--- src/rtl/sha_pkg.sv ---
// Package: SHA-256 constants, a rotate function and controller/datapath interface types.
`timescale 1ns / 1ps
`default_nettype none
package sha_pkg;

    localparam logic [31:0] C_IV [8] = '{
        32'h6a09e667, 32'hbb67ae85, 32'h3c6ef372, 32'ha54ff53a,
        32'h510e527f, 32'h9b05688c, 32'h1f83d9ab, 32'h5be0cd19
    };

    localparam logic [31:0] C_K [64] = '{
        32'h428a2f98, 32'h71374491, 32'hb5c0fbcf, 32'he9b5dba5,
        32'h3956c25b, 32'h59f111f1, 32'h923f82a4, 32'hab1c5ed5,
        32'hd807aa98, 32'h12835b01, 32'h243185be, 32'h550c7dc3,
        32'h72be5d74, 32'h80deb1fe, 32'h9bdc06a7, 32'hc19bf174,
        32'he49b69c1, 32'hefbe4786, 32'h0fc19dc6, 32'h240ca1cc,
        32'h2de92c6f, 32'h4a7484aa, 32'h5cb0a9dc, 32'h76f988da,
        32'h983e5152, 32'ha831c66d, 32'hb00327c8, 32'hbf597fc7,
        32'hc6e00bf3, 32'hd5a79147, 32'h06ca6351, 32'h14292967,
        32'h27b70a85, 32'h2e1b2138, 32'h4d2c6dfc, 32'h53380d13,
        32'h650a7354, 32'h766a0abb, 32'h81c2c92e, 32'h92722c85,
        32'ha2bfe8a1, 32'ha81a664b, 32'hc24b8b70, 32'hc76c51a3,
        32'hd192e819, 32'hd6990624, 32'hf40e3585, 32'h106aa070,
        32'h19a4c116, 32'h1e376c08, 32'h2748774c, 32'h34b0bcb5,
        32'h391c0cb3, 32'h4ed8aa4a, 32'h5b9cca4f, 32'h682e6ff3,
        32'h748f82ee, 32'h78a5636f, 32'h84c87814, 32'h8cc70208,
        32'h90befffa, 32'ha4506ceb, 32'hbef9a3f7, 32'hc67178f2
    };

    localparam logic [7:0] C_PAD_BYTE = 8'h80;
    localparam logic [5:0] C_LEN_POS  = 6'h38;

    // byte source selects for the block buffer write
    localparam logic [1:0] SEL_DATA = 2'd0;
    localparam logic [1:0] SEL_PAD  = 2'd1;
    localparam logic [1:0] SEL_ZERO = 2'd2;
    localparam logic [1:0] SEL_LEN  = 2'd3;

    typedef struct packed {
        logic       byte_wr;     // write one byte into the block
        logic [1:0] byte_sel;
        logic [5:0] byte_pos;
        logic       count_inc;   // bit_count += 8
        logic       load_work;   // chain -> working, start of a block
        logic       round_en;    // one compression round
        logic [5:0] round;
        logic       chain_add;   // chain += working
        logic       restart;     // chain <- IV, count <- 0
        logic [2:0] out_sel;     // digest word to present
    } t_cmd;

    typedef struct packed {
        logic [5:0] pos;         // bits 8..3 of bit_count
    } t_sts;

    function automatic logic [31:0] f_rotr(input logic [31:0] x, input int n);
        f_rotr = (x >> n) | (x << (32 - n));
    endfunction

endpackage
`default_nettype wire

--- src/rtl/sha_dp.sv ---
// Datapath: block buffer, rolling schedule, round registers, chaining words, bit count.
`timescale 1ns / 1ps
`default_nettype none
module sha_dp
    import sha_pkg::*;
(
    input  wire logic        i_clk,
    input  wire logic        i_rst_n,
    input  wire t_cmd        i_cmd,
    input  wire logic [7:0]  i_data_byte,
    output      t_sts        o_sts,
    output      logic [31:0] o_word
);
    logic [31:0] r_blk [16];
    logic [31:0] r_w [16];
    logic [31:0] r_v [8];
    logic [31:0] r_h [8];
    logic [63:0] r_cnt;

    logic [7:0]  wr_byte;
    logic [31:0] w_t, s0, s1, t1, t2, e_s, a_s, ch, maj;
    logic [5:0]  rnd;
    logic [3:0]  wi;

    assign o_sts.pos = r_cnt[8:3];
    assign rnd = i_cmd.round;
    assign wi  = rnd[3:0];

    always_comb begin
        case (i_cmd.byte_sel)
            SEL_DATA: wr_byte = i_data_byte;
            SEL_PAD:  wr_byte = C_PAD_BYTE;
            SEL_ZERO: wr_byte = 8'h00;
            SEL_LEN:  wr_byte = r_cnt[8'(63 - 8 * i_cmd.byte_pos[2:0]) -: 8];
            default:  wr_byte = 8'h00;
        endcase
    end

    always_comb begin
        s1 = f_rotr(r_w[4'(wi - 4'd2)], 17) ^ f_rotr(r_w[4'(wi - 4'd2)], 19)
           ^ (r_w[4'(wi - 4'd2)] >> 10);
        s0 = f_rotr(r_w[4'(wi - 4'd15)], 7) ^ f_rotr(r_w[4'(wi - 4'd15)], 18)
           ^ (r_w[4'(wi - 4'd15)] >> 3);
        if (rnd < 6'd16) w_t = r_w[wi];
        else w_t = s1 + r_w[4'(wi - 4'd7)] + s0 + r_w[wi];
        e_s = f_rotr(r_v[4], 6) ^ f_rotr(r_v[4], 11) ^ f_rotr(r_v[4], 25);
        a_s = f_rotr(r_v[0], 2) ^ f_rotr(r_v[0], 13) ^ f_rotr(r_v[0], 22);
        ch  = (r_v[4] & r_v[5]) ^ (~r_v[4] & r_v[6]);
        maj = (r_v[0] & r_v[1]) ^ (r_v[0] & r_v[2]) ^ (r_v[1] & r_v[2]);
        t1  = r_v[7] + e_s + ch + C_K[rnd] + w_t;
        t2  = a_s + maj;
    end

    always_ff @(posedge i_clk) begin
        if (i_cmd.byte_wr)
            r_blk[i_cmd.byte_pos[5:2]][8'(31 - 8 * i_cmd.byte_pos[1:0]) -: 8] <= wr_byte;
        if (i_cmd.load_work) begin
            for (int i = 0; i < 8; i++) r_v[i] <= r_h[i];
            for (int i = 0; i < 16; i++) r_w[i] <= r_blk[i];
        end else if (i_cmd.round_en) begin
            r_w[wi] <= w_t;
            r_v[0] <= t1 + t2;
            r_v[1] <= r_v[0];
            r_v[2] <= r_v[1];
            r_v[3] <= r_v[2];
            r_v[4] <= r_v[3] + t1;
            r_v[5] <= r_v[4];
            r_v[6] <= r_v[5];
            r_v[7] <= r_v[6];
        end
    end

    always_ff @(posedge i_clk) begin
        if (!i_rst_n || i_cmd.restart) begin
            for (int i = 0; i < 8; i++) r_h[i] <= C_IV[i];
            r_cnt <= '0;
        end else begin
            if (i_cmd.chain_add)
                for (int i = 0; i < 8; i++) r_h[i] <= r_h[i] + r_v[i];
            if (i_cmd.count_inc) r_cnt <= r_cnt + 64'd8;
        end
    end

    assign o_word = r_h[i_cmd.out_sel];
endmodule
`default_nettype wire

--- src/rtl/sha_ctrl.sv ---
// Controller: byte intake, padding sequence, round counter and digest output.
`timescale 1ns / 1ps
`default_nettype none
module sha_ctrl
    import sha_pkg::*;
(
    input  wire logic        i_clk,
    input  wire logic        i_rst_n,
    input  wire logic        i_valid,
    output      logic        o_stall,
    input  wire logic        i_end_of_message,
    input  wire t_sts        i_sts,
    output      t_cmd        o_cmd,
    output      logic        o_valid,
    input  wire logic        i_stall,
    output      logic [2:0]  o_word_index,
    output      logic        o_last_word
);
    localparam logic [2:0] ST_IDLE  = 3'd0;
    localparam logic [2:0] ST_LOAD  = 3'd1;
    localparam logic [2:0] ST_ROUND = 3'd2;
    localparam logic [2:0] ST_ADD   = 3'd3;
    localparam logic [2:0] ST_PAD   = 3'd4;
    localparam logic [2:0] ST_OUT   = 3'd5;

    logic [2:0] r_st, n_st;
    logic [5:0] r_rnd, n_rnd;
    logic [5:0] r_pp, n_pp;      // padding write position
    logic       r_fin, n_fin;    // message ended: padding pending
    logic       r_len, n_len;    // current pad block carries the length
    logic [2:0] r_oi, n_oi;
    logic       acc;

    assign o_stall = (r_st != ST_IDLE);
    assign acc = i_valid && !o_stall;
    assign o_valid = (r_st == ST_OUT);
    assign o_word_index = r_oi;
    assign o_last_word = (r_oi == 3'd7);

    always_comb begin
        n_st = r_st; n_rnd = r_rnd; n_pp = r_pp; n_fin = r_fin; n_len = r_len; n_oi = r_oi;
        o_cmd = '0;
        o_cmd.round = r_rnd;
        o_cmd.out_sel = r_oi;
        o_cmd.byte_pos = i_sts.pos;
        case (r_st)
            ST_IDLE: begin
                if (acc) begin
                    o_cmd.byte_wr = 1'b1;
                    o_cmd.byte_sel = SEL_DATA;
                    o_cmd.count_inc = 1'b1;
                    n_fin = i_end_of_message;
                    n_pp = 6'(i_sts.pos + 6'd1);
                    n_len = 1'b0;
                    if (i_sts.pos == 6'h3f) begin
                        n_st = ST_LOAD;
                    end else if (i_end_of_message) begin
                        n_st = ST_PAD;
                    end
                end
            end
            ST_LOAD: begin
                o_cmd.load_work = 1'b1;
                n_rnd = '0;
                n_st = ST_ROUND;
            end
            ST_ROUND: begin
                o_cmd.round_en = 1'b1;
                n_rnd = 6'(r_rnd + 6'd1);
                if (r_rnd == 6'd63) n_st = ST_ADD;
            end
            ST_ADD: begin
                o_cmd.chain_add = 1'b1;
                if (r_fin && r_len) begin
                    n_oi = '0;
                    n_st = ST_OUT;
                end else if (r_fin) begin
                    // length not written: pad one more block (and the marker if not yet placed)
                    n_st = ST_PAD;
                    n_len = (i_sts.pos >= C_LEN_POS);
                end else begin
                    n_st = ST_IDLE;
                end
            end
            ST_PAD: begin
                // writes 0x80 at the message end if due, zeros, then the length bytes if they fit
                o_cmd.byte_wr = 1'b1;
                o_cmd.byte_pos = r_pp;
                if (!r_len && r_pp == i_sts.pos) o_cmd.byte_sel = SEL_PAD;
                else if (r_pp >= C_LEN_POS && i_sts.pos < C_LEN_POS)
                    o_cmd.byte_sel = SEL_LEN;
                else if (r_pp >= C_LEN_POS && i_sts.pos >= C_LEN_POS && r_len)
                    o_cmd.byte_sel = SEL_LEN;
                else o_cmd.byte_sel = SEL_ZERO;
                n_pp = 6'(r_pp + 6'd1);
                if (r_pp == 6'h3f) begin
                    n_st = ST_LOAD;
                    n_len = r_len || (i_sts.pos < C_LEN_POS);
                end
            end
            ST_OUT: begin
                if (!i_stall) begin
                    n_oi = 3'(r_oi + 3'd1);
                    if (r_oi == 3'd7) begin
                        o_cmd.restart = 1'b1;
                        n_fin = 1'b0;
                        n_st = ST_IDLE;
                    end
                end
            end
            default: n_st = ST_IDLE;
        endcase
    end

    always_ff @(posedge i_clk) begin
        if (!i_rst_n) begin
            r_st <= ST_IDLE; r_rnd <= '0; r_pp <= '0;
            r_fin <= 1'b0; r_len <= 1'b0; r_oi <= '0;
        end else begin
            r_st <= n_st; r_rnd <= n_rnd; r_pp <= n_pp;
            r_fin <= n_fin; r_len <= n_len; r_oi <= n_oi;
        end
    end
endmodule
`default_nettype wire

--- src/rtl/sha256_stream_hasher.sv ---
// Top level: SHA-256 byte-stream hasher with digest word output.
//   channel | dir | words               | handshake
//   input   | in  | data_byte, end flag | i_valid / o_stall
//   output  | out | 8 digest words      | o_valid / i_stall
// A byte that does not fill a block is simply stored; a full block runs a compression
// (load, 64 rounds of the single round unit, chain add).
// The final byte pads to the block end at one byte a cycle,
// runs one or two compressions, then shows 8 words, one per unstalled cycle.
// Reset is synchronous: chain words return to the initial hash, count to zero.
// The input stalls for the whole of padding, a compression and the digest output.
`timescale 1ns / 1ps
`default_nettype none
module sha256_stream_hasher
    import sha_pkg::*;
(
    input  wire logic        i_clk,
    input  wire logic        i_rst_n,
    input  wire logic        i_valid,
    output      logic        o_stall,
    input  wire logic [7:0]  i_data_byte,
    input  wire logic        i_end_of_message,
    output      logic        o_valid,
    input  wire logic        i_stall,
    output      logic [31:0] o_digest_word,
    output      logic [2:0]  o_word_index,
    output      logic        o_last_word
);
    t_cmd cmd;
    t_sts sts;

    sha_ctrl u_ctrl (
        .i_clk, .i_rst_n, .i_valid, .o_stall, .i_end_of_message,
        .i_sts(sts), .o_cmd(cmd), .o_valid, .i_stall, .o_word_index, .o_last_word
    );

    sha_dp u_dp (
        .i_clk, .i_rst_n, .i_cmd(cmd), .i_data_byte, .o_sts(sts), .o_word(o_digest_word)
    );

    a_no_accept_during_output: assert property (@(posedge i_clk) disable iff (!i_rst_n)
        o_valid |-> o_stall) else $error("input taken while digest shown");
    a_index_advance: assert property (@(posedge i_clk) disable iff (!i_rst_n)
        o_valid && !i_stall && !o_last_word |=> o_valid && o_word_index == $past(o_word_index) + 3'd1)
        else $error("digest word index did not advance");
    a_word_hold: assert property (@(posedge i_clk) disable iff (!i_rst_n)
        o_valid && i_stall |=> $stable(o_digest_word)) else $error("stalled digest word changed");
endmodule
`default_nettype wire

--- config.mk ---
export PLATFORM = sky130hd
export DESIGN_NAME = sha256_stream_hasher
export DESIGN_NICKNAME = d
export VERILOG_FILES = /design/src/rtl/sha_pkg.sv /design/src/rtl/sha_dp.sv /design/src/rtl/sha_ctrl.sv /design/src/rtl/sha256_stream_hasher.sv
export SDC_FILE = /design/constraint.sdc
export NUM_CORES = 2
export LEC_CHECK = 0
export ABC_AREA = 1
export BUFFER_PORTS_ARGS = -buffer_cell sky130_fd_sc_hd__buf_2
export CAP_MARGIN = 10
export CORE_MARGIN = 3
export CORE_UTILIZATION = 40
export DETAILED_ROUTE_END_ITERATION = 6
export PLACE_DENSITY = 0.57
export SYNTH_ARGS = -nofsm -noshare
export SYNTH_HDL_FRONTEND = slang
export SYNTH_HIERARCHICAL = 1
export SYNTH_SLANG_ARGS = --single-unit
--- constraint.sdc ---
create_clock -name i_clk -period 11.6 [get_ports i_clk]
set_clock_uncertainty 0.05 [all_clocks]
set_input_delay 2.32 -clock i_clk [delete_from_list [all_inputs] [get_ports i_clk]]
set_output_delay 2.32 -clock i_clk [all_outputs]
set_load 0.02 [all_outputs]
==> impl_metrics.toml <==
[outcome]
status = "finished, violations left"
violations = "DRC"

[timing]
worst_pin_slew_ps = 1370
whs_ps = 405
setup_viol = 0
min_period_over_period_pct = 97.9
maxSlewViolCount = 0
rsz0062_at_grt = "true"
period_minus_slack_ps = 11360
slew_headroom_pct = 8.72
max_freq_ghz = 0.0880
finalHoldViolCount = 0

[detailed_routing]
wl_met1_um = 197000
via_per_inst = 5.94
wire_per_inst_um = 29.3
drtIter0Drc = 15319
top_layer = "met5"
met3_wirelength_um = 61000
drc = 1
wl_met2_um = 210000
dr_total_vias = 99947
routed_wl_um = 493000
first_pass_iters = 7
ant_nets = 0

[floorplanning]
die_area_mm2 = 0.272
die_w_um = 521
num_rows = 188
num_io_pins = 51
chipHeight_um = 521
core_area_mm2 = 0.263
start_util_pct = 40.3

[cts]
cts_buffers = 191
clkTransAtPathRegs_ps = 60
cts_tree = "built"
clock_path_buffers = 4
clkSinkCount = 1617
root_buffer = "clkbuf_16"
insertion_delay_ps = 890
cts-htree-levels = 4

[worst_setup_path]
slowest_stage = "fa_1"
crit_path_max_incr_delay_ps = 780
cp.required_ps = 12170
critPathKind = "reg2reg"
cp-start-kind = "register"
cp-end-kind = "register"
worstPathArrival_ps = 11940
worstPathMaxFanout = 17

[synthesis]
syn-instance-count = 12623
synth_edf_count = 1536
synthDistinctLibCells = 85
netlist_area_mm2 = 0.106
synth_ff_type = "edfxtp_1"
syn_nets = 13244
ys_warn_count = 6
synth_area_per_cell_um2 = 8.41
synth-seq-cells = 1617
synth.yosys.seq_area_share_pct = 45.0
async_flop_share_pct = 0

[placed_design]
dp_hpwl_um = 365000
port_buffers = 50
place.gp.congestion = 1.06

[hold_path]
hp-class = "reg2reg"

[global_route]
grtUsageTotal_pct = 34.8
grt_pass1_wl_um = 682000
grt_overflow = 0
grt_max_degree = 125
antenna_found_initial = 27
grt_pass1_vias = 91579

[cells_and_area]
layout-drive-gt1-share_pct = 12.4
fillers = 25433
final_nets = 13764
syn_to_final_growth_pct = 15.7

[job]
maxCapViolations = 0
[area by class of cell]
type                    instances  area [um2]  area share, %
inverters                    1292        4870           3.96
clock buffers                 235        5010           4.07
well taps                    3515        4400           3.58
repair buffers                967        8100           6.59
clock inverters               108        1010          0.822
diodes                          9        22.5         0.0183
flip-flops and latches       1617       47800           38.9
multi-input cells            9074       51800           42.1
[per-layer routing]
metal	vias up	track usage, %
li1	44095	-
met1	48305	48.0
met2	6413	51.5
met3	1112	8.62
met4	22	15.8
met5	-	0
[cells by family after synthesis]
kind of cell	Yosys count	share of synthesized area (%)
buffers and inverters	1932	7.45
AOI/OAI and AO/OA	3072	16.4
adders and majority gates	611	8.58
xor gates and xnor gates	344	2.84
and+or+nand+nor	4955	18.8
muxes	92	0.921
DFF	1617	45.0
[registers in the layout (all words and copies together) (netlist names)]
name	flops
u_ctrl/o_word_index	3
u_ctrl/r_fin	1
u_ctrl/r_len	1
u_ctrl/r_pp	6
u_ctrl/r_rnd	6
u_ctrl/r_st	3
u_dp/r_blk	512
u_dp/r_cnt	61
u_dp/r_h	256
u_dp/r_v	256
u_dp/r_w	512
[cells in the mapped netlist (43+ instances only)]
library cell  instances  area, um2
o211ai_1            128        961
nor2_1              905       3400
o21ai_0            1344       6730
buf_6                43        484
nand3_1             470       2350
mux2i_1              79        791
buf_4                45        338
nand4_1              62        388
or2_2                79        494
edfxtp_1           1536      46100
nand2_1            3219      12100
xnor2_1             139       1220
nor3_1              129        646
dfxtp_1              81       1620
o21a_1               68        510
o22ai_1              97        607
buf_2               117        586
nor4_1               44        275
fa_1                197       3940
a21oi_1             868       4340
inv_1              1265       4750
o21ai_1              91        455
xor2_1              205       1800
ha_1                411       5140
a31oi_1             139        870
o21bai_1             60        450
clkbuf_1            401       1510
[critical path: cells and delay by family (launching register included)]
kind / cells / cell delay (ps)
flip-flops: 1 / 360
XOR/XNOR: 3 / 490
AND/OR/NAND/NOR: 12 / 1280
adder cells (fa/ha/maj): 10 / 4520
AO/OA/AOI/OAI: 12 / 2090
buffers and inverters: 18 / 2280
[what timing repair did]
action	in CTS	in global routing
hold buffers	0	0
resized for setup	44	259
cloned	2	7
buffers inserted	4	19
setup endpoints to repair	25	25
pin swaps	2	52
[through the flow]
| stage | TNS, ps | setup slack [ps] | utilization, % | cells | area, um2 |
|---|---|---|---|---|---|
| 2_1_floorplan | 0 | 35.1 | - | 12623 | 106000 |
| 3_3_place_gp | -11360 | -962 | 43.8 | 16423 | 115000 |
| 3_5_place_dp | -9420 | -883 | 43.8 | 16426 | 115000 |
| 4_1_cts | 0 | 0.805 | 46.2 | 16775 | 122000 |
| 5_1_grt | -176 | -76.0 | 46.7 | 16809 | 123000 |
| 6_report | 0 | 239 | 46.7 | 16817 | 123000 |
[cell usage in the layout, fill, tap and decap left out, types with 40 or more instances in the layout]
| master | Yosys | layout |
|---|---|---|
| clkbuf_1 | 401 | 41 |
| dfxtp_1 | 81 | 73 |
| fa_1 | 197 | 193 |
| or2_2 | 79 | 79 |
| nor2_2 | 1 | 45 |
| ha_1 | 411 | 397 |
| buf_4 | 45 | 831 |
| xnor2_1 | 139 | 134 |
| clkinv_1 | 9 | 42 |
| nor3_1 | 129 | 124 |
| o21ai_1 | 91 | 116 |
| o21a_1 | 68 | 68 |
| a21oi_1 | 868 | 838 |
| clkbuf_16 | 0 | 201 |
| a31oi_1 | 139 | 124 |
| nor4_1 | 44 | 44 |
| nor2_1 | 905 | 857 |
| xor2_1 | 205 | 195 |
| mux2i_1 | 79 | 78 |
| buf_2 | 117 | 51 |
| edfxtp_1 | 1536 | 1536 |
| buf_12 | 0 | 40 |
| o21bai_1 | 60 | 59 |
| nand3_1 | 470 | 467 |
| o211ai_1 | 128 | 128 |
| o22ai_1 | 97 | 96 |
| o21ai_2 | 14 | 43 |
| nand2_1 | 3219 | 3188 |
| inv_1 | 1265 | 1259 |
| nand4_1 | 62 | 62 |
| o21ai_0 | 1344 | 1285 |
[worst paths after layout]
kind	startpoint	end	slack, ps	cells after the start
worst min register to register	u_dp/r_cnt[24]	u_dp/r_cnt[24]	400	1
worst max-delay path	u_ctrl/r_rnd[0]	u_dp/r_v[0][24]	240	55
worst max register to register	u_ctrl/r_rnd[0]	u_dp/r_v[0][24]	240	55
worst min-delay path	u_dp/r_cnt[24]	u_dp/r_cnt[24]	400	1
Power is left out: the tool's default activity adds up to more than one toggle a clock period on the data nets, which glitch-free logic cannot reach.
